===== src/rtl/mhpq_pkg.sv =====
// Shared constants, codes and types for the min-heap priority queue.
package mhpq_pkg;

	localparam int HEAP_DEPTH  = 64;
	localparam int VALUE_WIDTH = 16;
	localparam int ADDR_W      = $clog2(HEAP_DEPTH);
	localparam int CNT_W       = $clog2(HEAP_DEPTH + 1);

	// fixed port widths
	localparam int OPCODE_W = 2;
	localparam int VALUE_W  = 16;
	localparam int STATUS_W = 2;
	localparam int ENTRY_W  = 7;

	typedef enum logic [OPCODE_W-1:0] {
		OP_INSERT  = 2'd0,
		OP_EXTRACT = 2'd1,
		OP_DRAIN   = 2'd2,
		OP_NOP     = 2'd3
	} op_t;

	typedef enum logic [STATUS_W-1:0] {
		ST_OK    = 2'd0,
		ST_FULL  = 2'd1,
		ST_EMPTY = 2'd2
	} status_t;

	typedef enum logic [3:0] {
		S_IDLE,
		S_UP_RD,
		S_UP_CMP,
		S_UP_FIN,
		S_DN_TOP,
		S_DN_TOP2,
		S_DN_RD,
		S_DN_CMP,
		S_DN_FIN,
		S_EMIT
	} state_t;

	typedef struct packed {
		logic [ADDR_W-1:0] addr_a;
		logic [ADDR_W-1:0] addr_b;
	} mem_rd_t;

	typedef struct packed {
		logic                   en;
		logic [ADDR_W-1:0]      addr;
		logic [VALUE_WIDTH-1:0] data;
	} mem_wr_t;

endpackage


===== src/rtl/min_heap_priority_queue.sv =====
// Min-heap priority queue: top level with sequencer and output register.
//
// Input channel (in_valid/in_ready) takes opcode and value; output channel
// (out_valid/out_ready) returns result_value, status, entries_left, last.
// Insert appends the value and sifts it toward the root; extract returns the
// minimum and sifts the last entry down from the root; drain repeats extract
// until empty, one transfer per entry, last set on the final one. Insert on
// a full heap or extract/drain on an empty one gives one error result.
// One item is in work at a time; in_ready is high only while idle.
// Insert compares the value with its parents on the way up; extract reads
// the root and the last entry, then descends level by level, and skips
// the descent when it empties the heap; error and no-op results go
// straight to the output register. Each level of the descent is one read
// of both children from the memory and one write-back. Drain: the extract
// sequence once per entry. in_ready returns in the cycle after a final load.
// A result sits in the output register until taken; the block may accept
// the next item meanwhile, but holds its next result while the receiver
// stalls. Reset empties the heap (count to zero) and clears out_valid; the
// storage itself is not cleared and needs no sweep.
module min_heap_priority_queue import mhpq_pkg::*; (
	input  logic                clk,
	input  logic                arst_n,
	input  logic                in_valid,
	output logic                in_ready,
	input  logic [OPCODE_W-1:0] opcode,
	input  logic [VALUE_W-1:0]  value,
	output logic                out_valid,
	input  logic                out_ready,
	output logic [VALUE_W-1:0]  result_value,
	output logic [STATUS_W-1:0] status,
	output logic [ENTRY_W-1:0]  entries_left,
	output logic                last
);

	state_t                 state_q, state_d;
	logic [CNT_W-1:0]       count_q;
	logic                   out_valid_q;
	op_t                    op_q;
	logic [VALUE_WIDTH-1:0] val_q;
	logic [ADDR_W-1:0]      j_q;
	logic [ADDR_W-1:0]      h_q;
	logic [VALUE_WIDTH-1:0] mov_q;
	logic [VALUE_WIDTH-1:0] res_val_q;
	status_t                res_st_q;
	logic [VALUE_W-1:0]     out_val_q;
	status_t                out_st_q;
	logic [ENTRY_W-1:0]     out_cnt_q;
	logic                   out_last_q;

	mem_rd_t                rd;
	mem_wr_t                wr;
	logic [VALUE_WIDTH-1:0] rdata_a, rdata_b;

	logic                   in_xfer;
	logic                   out_load;
	logic                   full, empty;
	logic [ADDR_W-1:0]      parent;
	logic [ADDR_W+1:0]      c_e, c1_e, cnt_e;
	logic                   use_right;
	logic [ADDR_W-1:0]      child;
	logic [VALUE_WIDTH-1:0] child_v;
	logic                   stop_dn;
	logic                   swap_up;
	logic                   more_drain;

	mhpq_mem u_mem (
		.clk     (clk),
		.rd      (rd),
		.wr      (wr),
		.rdata_a (rdata_a),
		.rdata_b (rdata_b)
	);

	assign in_ready = (state_q == S_IDLE);
	assign in_xfer  = in_valid && in_ready;
	assign full     = (count_q == CNT_W'(HEAP_DEPTH));
	assign empty    = (count_q == '0);
	assign parent   = ADDR_W'((j_q - 1'b1) >> 1);

	// children of the hole: 2h+1 and 2h+2
	assign c_e       = (ADDR_W+2)'({h_q, 1'b1});
	assign c1_e      = c_e + 1'b1;
	assign cnt_e     = (ADDR_W+2)'(count_q);
	assign use_right = (c1_e < cnt_e) && (rdata_b < rdata_a);
	assign child     = use_right ? c1_e[ADDR_W-1:0] : c_e[ADDR_W-1:0];
	assign child_v   = use_right ? rdata_b : rdata_a;
	assign stop_dn   = (mov_q < child_v);
	assign swap_up   = (rdata_a >= val_q);

	assign out_load   = (state_q == S_EMIT) && (!out_valid_q || out_ready);
	assign more_drain = (op_q == OP_DRAIN) && (res_st_q == ST_OK) && !empty;

	// next state
	always_comb begin
		state_d = state_q;
		case (state_q)
			S_IDLE: begin
				if (in_xfer) begin
					case (op_t'(opcode))
						OP_INSERT: begin
							if (full) state_d = S_EMIT;
							else if (empty) state_d = S_UP_FIN;
							else state_d = S_UP_RD;
						end
						OP_EXTRACT, OP_DRAIN: begin
							state_d = empty ? S_EMIT : S_DN_TOP;
						end
						default: state_d = S_EMIT;
					endcase
				end
			end
			S_UP_RD:   state_d = S_UP_CMP;
			S_UP_CMP: begin
				if (swap_up && parent != '0) state_d = S_UP_RD;
				else state_d = S_UP_FIN;
			end
			S_UP_FIN:  state_d = S_EMIT;
			S_DN_TOP:  state_d = S_DN_TOP2;
			S_DN_TOP2: state_d = empty ? S_EMIT : S_DN_RD;
			S_DN_RD:   state_d = (c_e >= cnt_e) ? S_DN_FIN : S_DN_CMP;
			S_DN_CMP:  state_d = stop_dn ? S_DN_FIN : S_DN_RD;
			S_DN_FIN:  state_d = S_EMIT;
			S_EMIT: begin
				if (out_load) state_d = more_drain ? S_DN_TOP : S_IDLE;
			end
			default:   state_d = S_IDLE;
		endcase
	end

	// memory controls
	always_comb begin
		rd      = '0;
		wr      = '0;
		case (state_q)
			S_UP_RD: begin
				rd.addr_a = parent;
			end
			S_UP_CMP: begin
				wr.en   = swap_up;
				wr.addr = j_q;
				wr.data = rdata_a;
			end
			S_UP_FIN: begin
				wr.en   = 1'b1;
				wr.addr = j_q;
				wr.data = val_q;
			end
			S_DN_TOP: begin
				rd.addr_a = '0;
				rd.addr_b = ADDR_W'(count_q - 1'b1);
			end
			S_DN_RD: begin
				rd.addr_a = c_e[ADDR_W-1:0];
				rd.addr_b = c1_e[ADDR_W-1:0];
			end
			S_DN_CMP: begin
				wr.en   = !stop_dn;
				wr.addr = h_q;
				wr.data = child_v;
			end
			S_DN_FIN: begin
				wr.en   = 1'b1;
				wr.addr = h_q;
				wr.data = mov_q;
			end
			default: begin
				rd = '0;
				wr = '0;
			end
		endcase
	end

	always_ff @(posedge clk or negedge arst_n) begin
		if (!arst_n) begin
			state_q     <= S_IDLE;
			count_q     <= '0;
			out_valid_q <= 1'b0;
		end else begin
			state_q <= state_d;
			if (out_load) out_valid_q <= 1'b1;
			else if (out_ready) out_valid_q <= 1'b0;
			if (in_xfer && op_t'(opcode) == OP_INSERT && !full) begin
				count_q <= count_q + 1'b1;
			end else if (state_q == S_DN_TOP) begin
				count_q <= count_q - 1'b1;
			end
		end
	end

	always_ff @(posedge clk) begin
		case (state_q)
			S_IDLE: begin
				if (in_xfer) begin
					op_q      <= op_t'(opcode);
					val_q     <= VALUE_WIDTH'(value);
					j_q       <= ADDR_W'(count_q);
					res_val_q <= '0;
					case (op_t'(opcode))
						OP_INSERT:            res_st_q <= full ? ST_FULL : ST_OK;
						OP_EXTRACT, OP_DRAIN: res_st_q <= empty ? ST_EMPTY : ST_OK;
						default:              res_st_q <= ST_OK;
					endcase
				end
			end
			S_UP_CMP: begin
				if (swap_up) j_q <= parent;
			end
			S_DN_TOP2: begin
				res_val_q <= rdata_a;
				mov_q     <= rdata_b;
				h_q       <= '0;
			end
			S_DN_CMP: begin
				if (!stop_dn) h_q <= child;
			end
			default: begin
			end
		endcase
		if (out_load) begin
			out_val_q  <= VALUE_W'(res_val_q);
			out_st_q   <= res_st_q;
			out_cnt_q  <= ENTRY_W'(count_q);
			out_last_q <= !more_drain;
		end
	end

	assign out_valid    = out_valid_q;
	assign result_value = out_val_q;
	assign status       = out_st_q;
	assign entries_left = out_cnt_q;
	assign last         = out_last_q;

	// heap never holds more than its depth
	a_count_range: assert property (@(posedge clk) disable iff (!arst_n)
		count_q <= CNT_W'(HEAP_DEPTH))
		else $error("entry count beyond heap depth");

	// every write lands inside the live part of the heap
	a_write_live: assert property (@(posedge clk) disable iff (!arst_n)
		wr.en |-> (CNT_W'(wr.addr) < count_q))
		else $error("heap write outside live entries");

	// only a drain with entries still held gives a non-final result
	a_nonlast_ok: assert property (@(posedge clk) disable iff (!arst_n)
		(out_valid && !last) |-> (status == ST_OK && entries_left != '0))
		else $error("non-final result with error or empty heap");

	// one item at a time
	a_one_item: assert property (@(posedge clk) disable iff (!arst_n)
		in_xfer |=> !in_ready)
		else $error("input taken while busy");

endmodule


===== src/rtl/mhpq_mem.sv =====
// Heap storage: one write port, two registered read ports.
module mhpq_mem import mhpq_pkg::*; (
	input  logic                   clk,
	input  mem_rd_t                rd,
	input  mem_wr_t                wr,
	output logic [VALUE_WIDTH-1:0] rdata_a,
	output logic [VALUE_WIDTH-1:0] rdata_b
);

	logic [VALUE_WIDTH-1:0] mem [HEAP_DEPTH];

	always_ff @(posedge clk) begin
		if (wr.en) begin
			mem[wr.addr] <= wr.data;
		end
	end

	always_ff @(posedge clk) begin
		rdata_a <= mem[rd.addr_a];
		rdata_b <= mem[rd.addr_b];
	end

endmodule

===== config.mk =====
export PLATFORM = sky130hd
export DESIGN_NAME = min_heap_priority_queue
export DESIGN_NICKNAME = d
export VERILOG_FILES = /design/src/rtl/mhpq_pkg.sv /design/src/rtl/min_heap_priority_queue.sv /design/src/rtl/mhpq_mem.sv
export SDC_FILE = /design/constraint.sdc
export NUM_CORES = 2
export LEC_CHECK = 0
export BUFFER_PORTS_ARGS = -buffer_cell sky130_fd_sc_hd__buf_2
export CAP_MARGIN = 20
export CORE_MARGIN = 10
export CORE_UTILIZATION = 35
export DETAILED_ROUTE_END_ITERATION = 16
export PLACE_DENSITY = 0.48
export SLEW_MARGIN = 20
export SYNTH_ARGS = -nofsm -noshare
export SYNTH_HDL_FRONTEND = slang
export SYNTH_SLANG_ARGS = --single-unit

===== constraint.sdc =====
create_clock -name clk -period 11.2 [get_ports clk]
set_input_delay 1.12 -clock clk [delete_from_list [all_inputs] [get_ports clk]]
set_output_delay 1.12 -clock clk [all_outputs]
set_load 0.02 [all_outputs]

# Word level (Yosys, flattened, before mapping)

Memories as Yosys holds them, arrays and structs flattened. A register that Yosys moved wholly into a read port is not among the register bits.
Index checks and enable logic that the tools add are counted.
W data, S select, Z words.

Memory bits (writable): 1024
Word-level logic and storage cells: 105
Output and inout port bits: 28
Register bits after elaboration: 102
Memories: 1

Memories:

| memory    | words | width | read ports | clocked after Yosys merged registers in | wr ports | RTL line       | RTL |
|---|---|---|---|---|---|---|---|
| u_mem.mem | 64    | 16    | 2          | 2                                       | 1        | mhpq_mem.sv:10 | `logic [VALUE_WIDTH-1:0] mem [HEAP_DEPTH];` |

Muxes and demuxes: 33
Reductions and logical operators: 31
Add/subtract/negate cells: 4
Magnitude comparators: 5
Equality and inequality tests: 17

Operator list:

| kind                  | count |
|---|---|
| $pmux W23 S4          | 1 |
| $pmux W6 S2           | 4 |
| $pmux W4 S9           | 1 |
| $lt A16 B16 Y1        | 2 |
| $mux W16              | 2 |
| $pmux W16 S2          | 1 |
| $mux W4               | 7 |
| $mux W6               | 4 |
| $eq A4 B3 Y1 const B  | 4 |
| $ge A16 B16 Y1        | 1 |
| $mux W7               | 2 |
| $reduce_bool A2 Y1    | 5 |
| $add A7 B1 Y8 const B | 1 |
| $eq A4 B2 Y1 const B  | 2 |
| $eq A4 B4 Y1 const B  | 2 |
| $logic_and A1 B1 Y1   | 8 |
| $lt A8 B7 Y1          | 1 |
| $pmux W4 S2           | 1 |
| $reduce_and A2 Y1     | 4 |
| $add A7 B1 Y7 const B | 1 |
| $eq A7 B7 Y1 const B  | 1 |
| $ge A7 B7 Y1          | 1 |
| $logic_not A7 Y1      | 1 |
| $sub A7 B1 Y7 const B | 1 |
| 17 further kinds      | 32 |

# Depth between registers and ports, before layout

Word-level depth: 9
Depth in mapped cells: 21

# Modules after synthesis

A second synthesis with hierarchy kept.

Cells, all modules: 3156
Area total of the unflattened synthesis: 55106.6 um^2

By module, submodules not included:

| module                  | seq. area each (um^2) | area an instance (um^2) | cells each | instances |
|---|---|---|---|---|
| mhpq_mem                | 31390.1               | 48836.8                 | 2582       | 1 |
| min_heap_priority_queue | 3002.9                | 6269.8                  | 574        | 1 |

# Least setup slack after synthesis

OpenSTA, ideal clock, no wires.

Path kind: register to register
From: register h_q[0]
To: memory u_mem.mem[0][0] (data pin)
Data arrival time: 6.664 ns
Cell stages (with the launch flop): 11
Clock period less this slack: 7.672 ns
Required time: 10.192 ns
Path buffers: 2
Library setup time: 1.008 ns
Slack: 3.528 ns
Path through: edfxtp_1 -> clkbuf_1 -> nand3_1 -> nor2_1 -> xor2_1 -> ha_1 -> nor2b_1 -> nor4_1 -> nand3_1 -> clkbuf_1 -> o311ai_0

RTL lines:

| element                  | RTL line                       | RTL |
|---|---|---|
| start: declaration       | min_heap_priority_queue.sv:41  | `logic [ADDR_W-1:0] h_q;` |
| start signal: assignment | min_heap_priority_queue.sv:214 | `if (!stop_dn) h_q <= child;` |
| end: declaration         | mhpq_mem.sv:10                 |  |

# Worst setup path in the final report

From: register h_q[0]
To: memory u_mem.mem[62][4] (enable)

Word-level cells in the longest chain between the ends: 9

RTL lines:

| element                       | RTL line                       | RTL |
|---|---|---|
| $add A7 B1 Y8                 | min_heap_priority_queue.sv:82  | `assign c1_e = c_e + 1'b1;` |
| $lt A8 B7 Y1                  | min_heap_priority_queue.sv:84  | `assign use_right = (c1_e < cnt_e) && (rdata_b < rdata_a);` |
| $logic_and A1 B1 Y1           | min_heap_priority_queue.sv:84  |  |
| $mux W16                      | min_heap_priority_queue.sv:86  | `assign child_v = use_right ? rdata_b : rdata_a;` |
| $lt A16 B16 Y1                | min_heap_priority_queue.sv:87  | `assign stop_dn = (mov_q < child_v);` |
| $logic_not A1 Y1              | n/a                            |  |
| $pmux W23 S4 (*)              | min_heap_priority_queue.sv:134 | `case (state_q)` |
| $mux W1                       | mhpq_mem.sv:13                 | `if (wr.en) begin` |
| $mux W1 (not written as such) | mhpq_mem.sv:14                 | `mem[wr.addr] <= wr.data;` |

Every way passes the cells marked *; elsewhere a longest branch is shown, timed or not.

==> flow_summary.yaml <==
floorplan:
  start_util: 0.352
  die_h_um: 417
  die_x_um: 417
  io_pins: 50
  core_area_um2: 156000
  rows: 145
  dieArea_um2: 174000
global_routing:
  grt_pass1_wl_mm: 279
  antenna_found_initial: 12
  grt_pass1_vias: 35104
  track_usage: 0.222
  grt_overflow_total: 0
  grt_start_max_net_pins: 159
yosys:
  synth_area_leaders: "edfxtp_1, mux4_2, nand2_1"
  post_synth_and_or_nand_nor_area_fraction: 0.0969
  yosysTopAreaCellShare: 0.608
  synthArstFlopShare: 0.0104
  synth_edf_count: 1114
  synth_area_per_cell_um2: 14.5
  synth_fa_ha_area_frac: 0.0148
  synth_commonest_cells: "edfxtp_1, nand2_1, mux4_2"
  syn_inst: 3806
  synth_xor_area_frac: 0.00318
  synth_nets: 3893
  syn_area_um2: 55000
  seq_area_frac_synth: 0.625
  synth_seq_cells: 1158
  synth_top_family_by_area: "multiplexers"
  synth_ff_type: "edfxtp_1"
  synthDistinctLibCells: 75
  synthMostInstantiatedCell: "edfxtp_1"
  synth_top_area_cell: "edfxtp_1"
  yosys_warnings: 0
  synth.area.mux_share: 0.161
  synth_compound_area_frac: 0.0730
power:
  clkPwrFrac: 0.264
  total_power_mw: 16.3
  p_sw_mw: 6.48
  p_per_area_nw_per_um2: 258
  p_leak_nw: 20.7
  power_frac_seq: 0.348
  vdd_drop_max_mv: 0.205
  combinationalPowerShare: 0.388
  internal_power_mw: 9.81
  p_sw_frac: 0.398
routing:
  drtAntennaViolNets: 0
  post-route-drc-count: 0
  drtPass1Iterations: 5
  wl_per_cell_um: 33.0
  vias: 36371
  drt_wl_total_mm: 198
  avgViaCountPerCell: 6.07
  drt-initial-drc-count: 4452
timing:
  final_max_slew_viol_count: 0
  setup_violations: 0
  rsz0062_at_grt: "no"
  period_needed_ns: 8.29
  hold_viol_final: 0
  relSlewSlack: 0.162
  fmax_mhz: 121
  clock_skew_ns: 0.0251
  worst_pin_slew_ns: 1.25
  fin_crit_sh: 0.740
  fin_setup_tns_ns: 0
critical_path:
  critPathKind: "reg -> reg"
  startpoint: "h_q[0]"
  timing.rr.start: "h_q[0]"
  end_kind: "flip-flop"
  arrival_ns: 8.68
  cp-start-kind: "flip-flop"
  critPathMaxFanout: 20
  required_ns: 11.59
clock_network:
  clockBufferDepth: 3
  tritoncts_num_sinks: 1158
  root_buffer: "clkbuf_16"
  ctsHoldBuffers: 0
  cts-buffers-inserted: 131
  tritoncts: "done"
  path_clk_slew_ns: 0.06
  worstSkewPairLatency_ns: 0.79
  htreeDepth: 4
  ctsResizeCount: 0
  cts_setup_buffers: 0
placement:
  hpwlAfterDp_mm: 127
  gp_congestion: 0.893
  port_buffers: 49
final_layout:
  area_delta_synth_final_pct: 14.9
  layout.nets: 3908
  fillCellCount: 14202
  drive_gt1_frac: 0.213
min_path:
  hp-class: "in -> async"
status:
  status: "complete, no violations"
flow_run:
  max_cap_violations: 0
worst max-delay path: stages (launching register included):
cell and delay [ns]:
edfxtp_1 0.59, ha_1 0.29, nand3_1 0.12, xor2_1 0.20, inv_1 0.08, ha_1 0.29, a21oi_1 0.14, nor2b_1 0.08
nor4_1 0.67, nand3_2 0.85, mux2i_1 0.60, ha_1 0.22, a21o_1 0.10, a21o_1 0.15, a21oi_1 0.10, and3_1 0.17
and3_1 0.18, o41ai_2 0.85, nand3_4 0.61, buf_4 0.56, a311oi_4 0.96
sequential cells by signal, indices dropped and copies added, names as in the netlist:
name           count
u_mem.mem       1024
mov_q             16
res_val_q         16
result_value      16
u_mem.rdata_a     16
u_mem.rdata_b     16
val_q             16
count_q            7
entries_left       7
h_q                6
j_q                6
state_q            4
op_q               2
res_st_q           2
status             2
last               1
out_valid          1
stage by stage:
stage                     cells  cell area, um2  setup WS (ns)  utilization  hold slack (ns)
after detailed placement   5741           58900           2.88        0.377            0.405
after floorplan            3806           55000           3.53            -            0.400
after global routing       5988           63200           2.37        0.405            0.248
final                      5995           63200           2.91        0.405            0.241
after global placement     5741           58900           3.00        0.377            0.403
after CTS                  5982           63200           2.87        0.404            0.206
power groups by stage:
stage / combinational, mW / sequential, mW / clock [mW]
after floorplan: 3.43 / 5.74 / 0
after global placement: 6.29 / 5.75 / 0
after detailed placement: 6.26 / 5.75 / 0
after CTS: 6.28 / 5.66 / 4.38
after global routing: 6.62 / 5.69 / 4.55
final: 6.33 / 5.67 / 4.30
cells by family (layout without fill, tap and decap cells):
| kind of cell | after synthesis | in the layout |
|---|---|---|
| simple gates | 1178 | 1178 |
| flops | 1158 | 1158 |
| compound gates | 553 | 553 |
| mux | 483 | 483 |
| buf+inv | 349 | 472 |
| fa+ha+maj | 65 | 65 |
| xor+xnor | 20 | 20 |
| other cells | 0 | 8 |
routing by layer:
metal  track usage  part of all wire
met1         0.312              0.43
met2         0.338              0.45
met3        0.0421             0.083
met4        0.0881             0.041
met5             0           0.00011
cell type report:
type / instances / area [um2] / area share
Multi-Input combinational cell: 2299 / 20500 / 0.323
Clock buffer: 155 / 3480 / 0.0551
Tap cell: 2058 / 2570 / 0.0407
Inverter: 57 / 214 / 0.00338
Timing Repair Buffer: 174 / 1320 / 0.0209
Sequential cell: 1158 / 34400 / 0.544
Clock inverter: 86 / 781 / 0.0123
Antenna cell: 8 / 20.0 / 0.000317
final timing paths:
check	end	slack, ns	cells past startpoint
max	u_mem.mem[62][4]	2.91	20
min	count_q[0]	0.24	1
max reg2reg	u_mem.mem[62][4]	2.91	20
min reg2reg	result_value[14]	0.42	0
max in group asynchronous	state_q[0]	10.71	1
min in group clk	result_value[14]	0.42	0
cells in the final DEF (no fill, tap or decap), types with 15 or more instances in the layout:
cell,Yosys,layout
edfxtp_1,1114,1114
nand2_1,675,672
mux4_2,322,322
nand3_1,174,170
mux2i_1,159,159
clkbuf_16,0,136
and3_1,124,124
o21ai_0,120,118
buf_4,4,111
a211oi_1,110,110
a32oi_1,65,65
ha_1,65,65
inv_1,56,56
nor2_1,61,55
a21oi_1,55,52
buf_2,78,49
nor3_2,1,35
a311oi_4,0,32
dfxtp_1,32,32
o2111ai_1,31,31
a31oi_1,29,29
nand4_1,28,28
clkinv_2,0,27
clkinv_1,0,26
clkbuf_1,167,18
nand3b_1,17,17
xnor2_1,16,16
nor4_1,20,16
o221ai_1,31,16
o221ai_4,0,15
Power figures use the tool's default switching activity.
